**src/urxmv_pkg.sv**
```systemverilog
// Shared types and constants for the oversampling UART receiver with majority vote.
package urxmv_pkg;

    localparam int CFG_AW = 3;
    localparam int CFG_DW = 16;

    typedef enum logic [CFG_AW-1:0] {
        REG_IDLE_TIMEOUT    = 3'd0,
        REG_FIRST_BIT_START = 3'd1,
        REG_SAMPLES_PER_BIT = 3'd2,
        REG_VOTE_THRESHOLD  = 3'd3,
        REG_FRAME_LENGTH    = 3'd4
    } cfg_reg_t;

    localparam logic [15:0] RST_IDLE_TIMEOUT    = 16'd10000;
    localparam logic [7:0]  RST_FIRST_BIT_START = 8'd12;
    localparam logic [4:0]  RST_SAMPLES_PER_BIT = 5'd10;
    localparam logic [4:0]  RST_VOTE_THRESHOLD  = 5'd4;
    localparam logic [7:0]  RST_FRAME_LENGTH    = 8'd117;

    typedef struct packed {
        logic [15:0] idle_timeout;
        logic [7:0]  first_bit_start;
        logic [4:0]  samples_per_bit;
        logic [4:0]  vote_threshold;
        logic [7:0]  frame_length;
    } cfg_t;

    typedef struct packed {
        logic       valid;
        logic [7:0] data_byte;
        logic       timed_out;
    } result_t;

endpackage

```
**src/uart_rx_majority_vote_top.sv**
```systemverilog
// Throughput: one line sample per cycle unless a result is held by m_ready; the
// state update for a sample is a single pass of decision logic between the input
// register and the result register. A result waits in the output register while
// the next sample is taken in.
// Reset (aresetn, synchronous, active low) clears state, empties both registers and
// loads the configuration defaults.
module uart_rx_majority_vote_top #(
    parameter int DATA_BITS = 8
) (
    input  logic                              aclk,
    input  logic                              aresetn,
    input  logic                              s_valid,
    output logic                              s_ready,
    input  logic                              s_line_level,
    output logic                              m_valid,
    input  logic                              m_ready,
    output logic [7:0]                        m_data_byte,
    output logic                              m_timed_out,
    input  logic                              cfg_we,
    input  logic [urxmv_pkg::CFG_AW-1:0]      cfg_addr,
    input  logic [urxmv_pkg::CFG_DW-1:0]      cfg_wdata
);
    import urxmv_pkg::*;

    cfg_t    cfg;
    result_t result;

    logic       stage_valid_reg, stage_valid_next;
    logic       stage_level_reg;
    logic       out_valid_reg, out_valid_next;
    logic [7:0] out_data_reg;
    logic       out_timed_out_reg;
    logic       advance;

    assign advance = stage_valid_reg && (!out_valid_reg || m_ready);
    assign s_ready = !stage_valid_reg || advance;

    urxmv_cfg u_cfg (
        .aclk      (aclk),
        .aresetn   (aresetn),
        .cfg_we    (cfg_we),
        .cfg_addr  (cfg_addr),
        .cfg_wdata (cfg_wdata),
        .cfg       (cfg)
    );

    urxmv_core #(
        .DATA_BITS (DATA_BITS)
    ) u_core (
        .aclk       (aclk),
        .aresetn    (aresetn),
        .step       (advance),
        .line_level (stage_level_reg),
        .cfg        (cfg),
        .result     (result)
    );

    always_comb begin
        stage_valid_next = stage_valid_reg;
        if (s_valid && s_ready)
            stage_valid_next = 1'b1;
        else if (advance)
            stage_valid_next = 1'b0;

        out_valid_next = out_valid_reg;
        if (advance)
            out_valid_next = result.valid;
        else if (m_ready)
            out_valid_next = 1'b0;
    end

    always_ff @(posedge aclk) begin
        if (!aresetn) begin
            stage_valid_reg <= 1'b0;
            out_valid_reg   <= 1'b0;
        end else begin
            stage_valid_reg <= stage_valid_next;
            out_valid_reg   <= out_valid_next;
        end
    end

    always_ff @(posedge aclk) begin
        if (s_valid && s_ready)
            stage_level_reg <= s_line_level;
        if (advance && result.valid) begin
            out_data_reg      <= result.data_byte;
            out_timed_out_reg <= result.timed_out;
        end
    end

    assign m_valid     = out_valid_reg;
    assign m_data_byte = out_data_reg;
    assign m_timed_out = out_timed_out_reg;

    a_ready_full: assert property (@(posedge aclk) disable iff (!aresetn)
        !s_ready |-> (stage_valid_reg && out_valid_reg && !m_ready))
        else $error("input stalled without a blocked result");

    a_timeout_zero: assert property (@(posedge aclk) disable iff (!aresetn)
        (m_valid && m_timed_out) |-> (m_data_byte == 8'd0))
        else $error("timeout result carries nonzero data");

    a_stage_hold: assert property (@(posedge aclk) disable iff (!aresetn)
        (stage_valid_reg && !advance) |=> (stage_valid_reg && $stable(stage_level_reg)))
        else $error("stalled sample lost");

    a_result_source: assert property (@(posedge aclk) disable iff (!aresetn)
        (!out_valid_reg || m_ready) && !advance |=> !out_valid_reg)
        else $error("result appeared without a processed sample");

endmodule

```
**src/urxmv_cfg.sv**
```systemverilog
// Configuration register file for the UART receiver.
module urxmv_cfg (
    input  logic                              aclk,
    input  logic                              aresetn,
    input  logic                              cfg_we,
    input  logic [urxmv_pkg::CFG_AW-1:0]      cfg_addr,
    input  logic [urxmv_pkg::CFG_DW-1:0]      cfg_wdata,
    output urxmv_pkg::cfg_t                   cfg
);
    import urxmv_pkg::*;

    cfg_t cfg_reg;
    cfg_t cfg_next;

    always_comb begin
        cfg_next = cfg_reg;
        if (cfg_we) begin
            unique case (cfg_addr)
                REG_IDLE_TIMEOUT:    cfg_next.idle_timeout    = cfg_wdata[15:0];
                REG_FIRST_BIT_START: cfg_next.first_bit_start = cfg_wdata[7:0];
                REG_SAMPLES_PER_BIT: cfg_next.samples_per_bit = cfg_wdata[4:0];
                REG_VOTE_THRESHOLD:  cfg_next.vote_threshold  = cfg_wdata[4:0];
                REG_FRAME_LENGTH:    cfg_next.frame_length    = cfg_wdata[7:0];
                default: ;
            endcase
        end
    end

    always_ff @(posedge aclk) begin
        if (!aresetn) begin
            cfg_reg.idle_timeout    <= RST_IDLE_TIMEOUT;
            cfg_reg.first_bit_start <= RST_FIRST_BIT_START;
            cfg_reg.samples_per_bit <= RST_SAMPLES_PER_BIT;
            cfg_reg.vote_threshold  <= RST_VOTE_THRESHOLD;
            cfg_reg.frame_length    <= RST_FRAME_LENGTH;
        end else begin
            cfg_reg <= cfg_next;
        end
    end

    assign cfg = cfg_reg;

endmodule

```
**src/urxmv_core.sv**
```systemverilog
// Receiver state and per-sample decision logic: idle timeout, start detect, bit voting.
module urxmv_core #(
    parameter int DATA_BITS = 8
) (
    input  logic                aclk,
    input  logic                aresetn,
    input  logic                step,
    input  logic                line_level,
    input  urxmv_pkg::cfg_t     cfg,
    output urxmv_pkg::result_t  result
);
    import urxmv_pkg::*;

    localparam int KW = $clog2(DATA_BITS + 1);
    localparam int MW = (5 + KW > 9) ? 5 + KW : 9;

    logic        receiving_reg, receiving_next;
    logic [15:0] idle_count_reg, idle_count_next;
    logic [7:0]  sample_index_reg, sample_index_next;
    logic [4:0]  high_votes_reg, high_votes_next;
    logic [7:0]  shift_byte_reg, shift_byte_next;

    logic [DATA_BITS-1:0] ge;
    logic [DATA_BITS-1:0] eq_end;
    logic [KW-1:0]        k;
    logic [7:0]           off;
    logic [MW-1:0]        off_w;
    logic                 in_window;
    logic                 win_end;
    logic                 frame_end;
    logic [7:0]           flen;
    logic [15:0]          limit;
    logic [15:0]          idle_inc;
    logic [4:0]           votes_inc;
    logic                 bit_val;

    // Window boundaries are m*samples_per_bit past first_bit_start; the bit index
    // is the number of boundaries already passed.
    always_comb begin
        logic [MW-1:0] mult;
        mult  = '0;
        off   = sample_index_reg - cfg.first_bit_start;
        off_w = MW'(off);
        for (int m = 1; m <= DATA_BITS; m++) begin
            mult        = MW'(m) * MW'(cfg.samples_per_bit);
            ge[m-1]     = off_w >= mult;
            eq_end[m-1] = (off_w + MW'(1)) == mult;
        end
    end

    assign k         = KW'($countones(ge));
    assign win_end   = |eq_end;
    assign in_window = (cfg.samples_per_bit != 5'd0)
                     && (sample_index_reg >= cfg.first_bit_start)
                     && !ge[DATA_BITS-1];
    assign flen      = (cfg.frame_length != 8'd0) ? cfg.frame_length : 8'd1;
    assign frame_end = ({1'b0, sample_index_reg} + 9'd1) >= {1'b0, flen};
    assign limit     = (cfg.idle_timeout != 16'd0) ? cfg.idle_timeout : 16'd1;
    assign idle_inc  = idle_count_reg + 16'd1;
    assign votes_inc = high_votes_reg + {4'd0, line_level};
    assign bit_val   = votes_inc > cfg.vote_threshold;

    always_comb begin
        receiving_next    = receiving_reg;
        idle_count_next   = idle_count_reg;
        sample_index_next = sample_index_reg;
        high_votes_next   = high_votes_reg;
        shift_byte_next   = shift_byte_reg;
        result            = '0;
        if (step) begin
            if (!receiving_reg) begin
                if (line_level) begin
                    if (idle_inc >= limit) begin
                        idle_count_next  = '0;
                        result.valid     = 1'b1;
                        result.timed_out = 1'b1;
                    end else begin
                        idle_count_next = idle_inc;
                    end
                end else begin
                    receiving_next    = 1'b1;
                    idle_count_next   = '0;
                    sample_index_next = '0;
                    high_votes_next   = '0;
                    shift_byte_next   = '0;
                end
            end else begin
                if (in_window) begin
                    high_votes_next = votes_inc;
                    if (win_end || frame_end) begin
                        high_votes_next = '0;
                        // bits at position 8 and up are voted but have no byte slot
                        for (int j = 0; j < 8; j++) begin
                            if (j < DATA_BITS && k == KW'(j) && bit_val)
                                shift_byte_next[j] = 1'b1;
                        end
                    end
                end
                sample_index_next = sample_index_reg + 8'd1;
                if (frame_end) begin
                    result.valid      = 1'b1;
                    result.data_byte  = shift_byte_next;
                    receiving_next    = 1'b0;
                    idle_count_next   = '0;
                    sample_index_next = '0;
                    high_votes_next   = '0;
                    shift_byte_next   = '0;
                end
            end
        end
    end

    always_ff @(posedge aclk) begin
        if (!aresetn) begin
            receiving_reg    <= 1'b0;
            idle_count_reg   <= '0;
            sample_index_reg <= '0;
            high_votes_reg   <= '0;
            shift_byte_reg   <= '0;
        end else begin
            receiving_reg    <= receiving_next;
            idle_count_reg   <= idle_count_next;
            sample_index_reg <= sample_index_next;
            high_votes_reg   <= high_votes_next;
            shift_byte_reg   <= shift_byte_next;
        end
    end

    // while idle no frame state is carried
    a_idle_clear: assert property (@(posedge aclk) disable iff (!aresetn)
        !receiving_reg |-> (sample_index_reg == 8'd0 && shift_byte_reg == 8'd0))
        else $error("frame state not cleared while idle");

endmodule

```
**config.mk**
```make
export PLATFORM = sky130hd
export DESIGN_NAME = uart_rx_majority_vote_top
export DESIGN_NICKNAME = d
export VERILOG_FILES = /design/src/urxmv_pkg.sv /design/src/uart_rx_majority_vote_top.sv /design/src/urxmv_cfg.sv /design/src/urxmv_core.sv
export SDC_FILE = /design/constraint.sdc
export NUM_CORES = 1
export LEC_CHECK = 0
export ABC_AREA = 1
export BUFFER_PORTS_ARGS = -buffer_cell sky130_fd_sc_hd__buf_2
export CORE_UTILIZATION = 55
export DETAILED_ROUTE_END_ITERATION = 10
export GPL_ROUTABILITY_DRIVEN = 1
export PLACE_DENSITY = 0.73
export SYNTH_ARGS = -nofsm -noshare
export SYNTH_HDL_FRONTEND = slang
export SYNTH_SLANG_ARGS = --single-unit
```
**constraint.sdc**
```tcl
create_clock -name aclk -period 5.7 [get_ports aclk]
set_input_delay 0 -clock aclk [delete_from_list [all_inputs] [get_ports aclk]]
set_output_delay 0 -clock aclk [all_outputs]
set_load 0.02 [all_outputs]
```
### After elaboration in Yosys (flattened, before gate mapping)

Index checks and enable logic that the tools add are counted.

* add/subtract/negate cells: 13
* multipliers: 4
* $lt $le $gt $ge: 12
* eq/ne operators: 22
* muxes and demuxes: 40
* bitwise operators: 1
* reductions and logical operators: 37

Operators with widths (number)
* 16-bit two-way mux: 5
* 8-bit two-way mux: 9
* 8-bit greater-or-equal comparator: 5
* 9-bit by 8-bit == test with 1-bit output: 4
* 5-bit two-way mux: 5
* 1-bit two-way mux: 19
* 8-bit by 1-bit adder with 9-bit output (second input constant): 2
* 9-bit by 7-bit == test with 1-bit output: 2
* 16-bit by 1-bit adder with 16-bit output (second input constant): 1
* 4-bit by 3-bit == test with 1-bit output (second input constant): 4
* 16-bit greater-or-equal comparator: 1
* 8-bit by 7-bit greater-or-equal comparator with 1-bit output: 2
* 3-bit by 5-bit multiplier with 8-bit output (first input constant): 2
* 16-bit nonzero test: 1
* 2-bit by 5-bit multiplier with 7-bit output (first input constant): 2
* 2-bit AND reduction: 7
* 1-bit logical AND: 13
* 4-bit adder: 3
* 10-bit two-way mux: 1
* 9-bit by 5-bit == test with 1-bit output: 1
* 9-bit by 6-bit == test with 1-bit output: 1
* 9-bit by 8-bit greater-or-equal comparator with 1-bit output: 1
* 9-bit two-way mux: 1
* 1-bit by 1-bit adder with 2-bit output: 4
* other kinds (25): 33

* register bits: 92
* output and inout port bits: 11
* logic and storage cells: 144

### Logic depth before layout (Yosys ltp)

* depth in word-level cells: 14
* depth in mapped cells: 28
* mapped depth without buffers: 28

### Cells and area by module

Synthesis repeated with hierarchy kept, for this count alone.

* cells, all modules: 1200
* area total of the unflattened synthesis: 8182.8 um2

Modules (own cells, without submodules)
* urxmv_core: times used 1, cells each 932, area each 6072.1 um2
* urxmv_cfg: times used 1, cells each 241, area each 1702.9 um2
* uart_rx_majority_vote_top: times used 1, cells each 27, area each 407.9 um2

### Least setup slack after synthesis

OpenSTA, ideal clock, no wires.

* path kind: register -> register
* start: reg u_cfg.cfg_reg, in the netlist u_cfg.cfg[15]
* end: reg out_data_reg[0], in the netlist m_data_byte[0], data pin
* library setup time: 260 ps
* data arrival time: 4640 ps
* data required time: 5440 ps
* path slack: 800 ps
* cell stages (with the launch flop): 24
* clock period less this slack: 4900 ps
* cells stage by stage: dfxtp_1 inv_1 ha_1 a21oi_1 nand2_1 xor2_1 inv_1 ha_1 a21oi_1 o21ai_0 o211ai_1 nand2_1 ha_1 inv_1 fa_1 inv_1 fa_1 ha_1 fa_1 nor2_1 nand2_1 nor2_1 nand2_1 a21oi_1

* longest elaborated chain between the ends: 10

Ends and longest elaborated chain
* start: declaration: line urxmv_cfg.sv:12 `cfg_t cfg_reg;`
* start signal: assignment: line urxmv_cfg.sv:37 `cfg_reg <= cfg_next;`
* 2-bit by 5-bit multiplier with 7-bit output or 3-bit by 5-bit multiplier with 8-bit output (tied branches): line urxmv_core.sv:45 `mult = MW'(m) * MW'(cfg.samples_per_bit);`
* 8-bit by 7-bit greater-or-equal comparator with 1-bit output or 8-bit greater-or-equal comparator (tied branches): line urxmv_core.sv:46 `ge[m-1] = off_w >= mult;`
* 1-bit by 1-bit adder with 2-bit output (implied by the code): line urxmv_core.sv:51 `assign k = KW'($countones(ge));`
* 4-bit adder (implied by the code) (2 in a row): line urxmv_core.sv:51
* 4-bit logical NOT: line urxmv_core.sv:94 `if (j < DATA_BITS && k == KW'(j) && bit_val)`
* 1-bit logical AND: line urxmv_core.sv:94
* 1-bit two-way mux: line urxmv_core.sv:94
* 8-bit two-way mux: line urxmv_core.sv:90 `if (win_end || frame_end) begin`
* 8-bit two-way mux (*): line urxmv_core.sv:88 `if (in_window) begin`
* end signal: assignment: line uart_rx_majority_vote_top.sv:86 `out_data_reg <= result.data_byte;`
* end: declaration: line uart_rx_majority_vote_top.sv:31 `logic [7:0] out_data_reg;`

Mark *: on every way between the ends. The rest lies on a longest branch, timed or not.
A chain may end at the register's enable or synchronous reset.

### Worst setup path in the final report

* start: reg u_core.sample_index_reg[0]
* end: reg out_data_reg[1], in the netlist m_data_byte[1], data pin

* longest elaborated chain between the ends: 10

Ends and longest elaborated chain
* start: declaration: line urxmv_core.sv:19 `logic [7:0] sample_index_reg, sample_index_next;`
* start signal: assignment: line urxmv_core.sv:123 `sample_index_reg <= sample_index_next;`
* 8-bit subtractor: line urxmv_core.sv:42 `off = sample_index_reg - cfg.first_bit_start;`
* 8-bit by 5-bit greater-or-equal comparator with 1-bit output, or another cell as far along: line urxmv_core.sv:46
* 1-bit by 1-bit adder with 2-bit output (implied by the code): line urxmv_core.sv:51
* 4-bit adder (implied by the code) (2 in a row): line urxmv_core.sv:51
* 4-bit by 1-bit == test with 1-bit output: line urxmv_core.sv:94
* 1-bit logical AND: line urxmv_core.sv:94
* 1-bit two-way mux: line urxmv_core.sv:94
* 8-bit two-way mux: line urxmv_core.sv:90
* 8-bit two-way mux: line urxmv_core.sv:88

Several ways; a longest one is shown, not always the timed one.

==> parameters.txt <==
Parameter                              Value

Status
  Run status ... completed

STA
  Unrepaired setup endpoints after global routing ... no
  Hold Vio Cnt, Final ... 0
  Number of slew-limit violations in the final report ... 0
  Highest achievable clock rate ... 190 MHz
  Final setup margin ... around 0.45 ns
  Final-report setup violation count ... 0
  Sum of negative setup slack ... 0 ns
  Worst-case clock skew ... 0.00736 ns
  Slew at the pin closest to its max-slew limit ... ~1.1 ns
  Period Utilization, post-route ... 92.2%
  Post-route minimum period ... 5.25 ns
  WHS ... 0.0198 ns
  Worst slew margin ... 29.6%

Synthesis
  Async S/R FF share, synth ... 0%
  Synth top area cells ... dfxtp_1, ha_1, nand2_1
  Most common flop cell mapped by yosys ... dfxtp_1
  List of most frequent post-synthesis cells ... nand2_1, inv_1, a21oi_1
  Post-synthesis net count ... 1270
  Gate Count Post-Synth ... 1123
  Synth warnings ... 0
  Yosys top cell area share ... 20.9%
  Top-count cell post-synth ... nand2_1
  Total of flip-flops plus latches after synthesis ... slightly above 90
  Post-synth cell types ... 45
  Syn avg cell area ... approximately 7 um^2
  Cell type contributing the most total cell area after synthesis ... dfxtp_1
  Combined area of all synthesized cells ... 7850 um^2
  Sequential area share after synthesis ... 24.7%
  Post-synth EDFFs ... 10

CTS
  Root Driver ... clkbuf_16
  Clk pin slew, worst setup/hold paths ... 0.07 ns
  TritonCTS clock tree ... yes
  H-tree lvl count ... 3
  Worst skew pair latency ... between 0.3 and 0.4 ns
  Number of buffers on the longest clock path ... 2
  CTS sink cnt ... 92
  CTS Buf Count ... 9

Pwr
  Power density over the cells ... 188 nW/um^2
  Internal power consumption ... 1.14 mW
  Relative contribution of the clock network to total power ... 36.7%
  Static Leakage ... 4.22 nW
  VDD IR max ... 0.194 mV
  Switching power of the nets ... 500 uW
  Combinational fraction of design power ... 21.8%
  Proportion of total power due to net switching ... 30.4%
  Power share of the sequential group ... 41.5%

Detailed routing
  Detailed-routing iteration count for the pre-antenna-repair pass ... 7
  Final WL ... 19400 um
  Drt via density ... 5.33
  Remaining design rule violation count ... 0
  Wirelength per Cell ... 14.2 um
  Vias ... 7280
  Remaining number of nets flagged by the antenna check after routing ... 0
  Initial DRC Count ... 372

Floorplan
  DIE HEIGHT ... 121 um
  Placeable Area ... 13900 um^2
  DIE AREA ... 14700 um^2
  Die outline width ... about 120 um
  Starting density of the core ... 56.5%
  Number of ports placed on the die boundary ... 36
  # rows ... 43

Placed design
  Number of port buffers ... 35
  HPWL reported at the end of detailed placement ... 14800 um
  Setup WS pre-CTS ... ~0.52 ns
  Final GP Congestion ... 0.915

Worst setup path
  Beginning of the worst register-to-register path ... u_core.sample_index_reg[0]$_SDFFE_PN0P_
  Worst setup path category ... reg2reg
  WP data required ... 5.89 ns
  Critical path arrival ... 5.45 ns
  Endpoint class of the critical path ... register
  Maximum net fanout on the critical path ... 5
  Launching element type of the critical path ... register
  Startpoint of the most critical setup path ... u_core.sample_index_reg[0]$_SDFFE_PN0P_

Layout
  Diode count ... 0
  Filler Cell Count ... 1289
  Count of nets after finishing ... 1327
  Sequential standard cell area ... 1940 um^2
  Area used by multi-input combinational logic ... around 5200 um^2
  Flip-flop count of the largest register after layout ... 42
  Synth-to-Final Area Change ... 11.1%
  Fraction of layout instances using a drive strength above 1 ... 8.02%

Hold path
  Start point of the worst hold path ... cfg_wdata[2]
  HP Class ... in2reg

Global route
  Initial antenna violation count ... 0
  Number of global-route vias before repair ... 6808
  First-pass GRT wire length ... 32500 um
  Global route total overflow ... 0
  Aggregate global-route resource usage ... 27.9%
  Pin count of the biggest net entering global routing ... 61

Run
  Max capacitance violation total ... 0
## critical path: stages (launching register included)
cell	delay [ns]
dfxtp_1	0.39
inv_1	0.09
ha_1	0.21
fa_1	0.58
inv_1	0.12
ha_1	0.31
a21oi_1	0.20
nor2_1	0.07
o21ai_0	0.14
nand2_1	0.08
a21oi_1	0.15
o21ai_0	0.11
o211ai_1	0.09
nand2_1	0.08
ha_1	0.28
inv_1	0.05
fa_1	0.39
inv_1	0.08
fa_1	0.42
ha_1	0.22
fa_1	0.45
nor2_1	0.10
nand2_1	0.12
nor2_1	0.16
nand2_1	0.09
a21oi_1	0.13
## final timing paths
path	to	slack, ns	cells after the start
worst min register to register	u_cfg.cfg[9]$_SDFFE_PN0P_	0.46	2
worst max register to register	m_data_byte[1]$_SDFFCE_PN0P_	0.45	25
worst min-delay path	u_cfg.cfg[20]$_SDFFE_PN1P_	0.02	3
worst max-delay path	m_data_byte[1]$_SDFFCE_PN0P_	0.45	25
## timing repair
action                     4_1_cts  5_1_grt
setup endpoints to repair        0        2
hold endpoints to repair        22        0
buffers inserted                 0        0
hold buffers                    17        0
resized for setup                0        1
## logic make-up (layout without fill, tap and decap cells)
logic type / Yosys count / in the layout / share of synthesized area [%]
compound gates: 221 / 221 / 15.6
xor+xnor: 29 / 29 / 3.24
buf+inv: 193 / 255 / 9.33
flops: 92 / 92 / 24.7
simple gates: 466 / 466 / 26.5
fa+ha+maj: 122 / 122 / 20.6
## cell type report
class	count	share of cell area (%)
clock buffers	10	2.63
clock inverters	6	0.718
inverters	177	7.62
multi-input cells	838	59.3
flip-flops and latches	92	22.3
well taps	180	2.58
repair buffers	62	4.82
## placed cells by master (no fill, tap or decap), types with 2 or more instances in the layout
cell,synthesis,routed
o211ai_1,16,16
o21ai_1,2,2
a21boi_0,3,3
nand3b_1,6,6
nand3_4,2,2
nand2_2,15,15
dfxtp_1,82,81
clkinv_1,4,6
o21ai_0,66,66
buf_2,0,35
clkbuf_16,0,9
buf_4,2,10
nand3_2,4,4
nor2_4,3,3
xnor2_1,6,6
o21a_1,4,4
inv_1,169,169
inv_2,4,4
nand2_4,3,3
nor2_1,73,73
nor3_1,12,12
edfxtp_1,10,10
fa_1,12,12
ha_1,110,110
nand3_1,84,84
nand4_1,5,5
nand2_1,247,247
dlygate4sd3_1,0,17
nor4_1,7,7
a21oi_1,111,111
a41o_1,2,2
o21bai_1,8,8
xor2_1,23,23
## layer usage
| metal | vias up | share of wire (%) | GRT usage, % |
|---|---|---|---|
| met4 | 0 | 1.9 | 8.80 |
| met5 | - | 0 | 0 |
| met2 | 169 | 45 | 45.8 |
| met1 | 3262 | 48 | 37.2 |
| met3 | 30 | 4.4 | 4.37 |
| li1 | 3819 | - | - |
## stage by stage
stage	util, %	power (mW)	area, um^2	std cells
2_1_floorplan	-	0.943	7850	1123
3_3_place_gp	59.5	1.03	8250	1332
3_5_place_dp	59.5	1.04	8250	1332
4_1_cts	62.8	1.64	8720	1365
5_1_grt	62.8	1.74	8720	1365
6_report	62.8	1.64	8720	1365
## power groups by stage
stage                     combinational, mW  sequential, mW  clock (mW)
after floorplan                       0.250           0.693           0
after global placement                0.336           0.696           0
after detailed placement              0.343           0.696           0
after CTS                             0.355           0.681       0.609
after global routing                  0.409           0.683       0.643
final                                 0.358           0.682       0.604
Note: power is estimated with default switching activity, not from simulation.
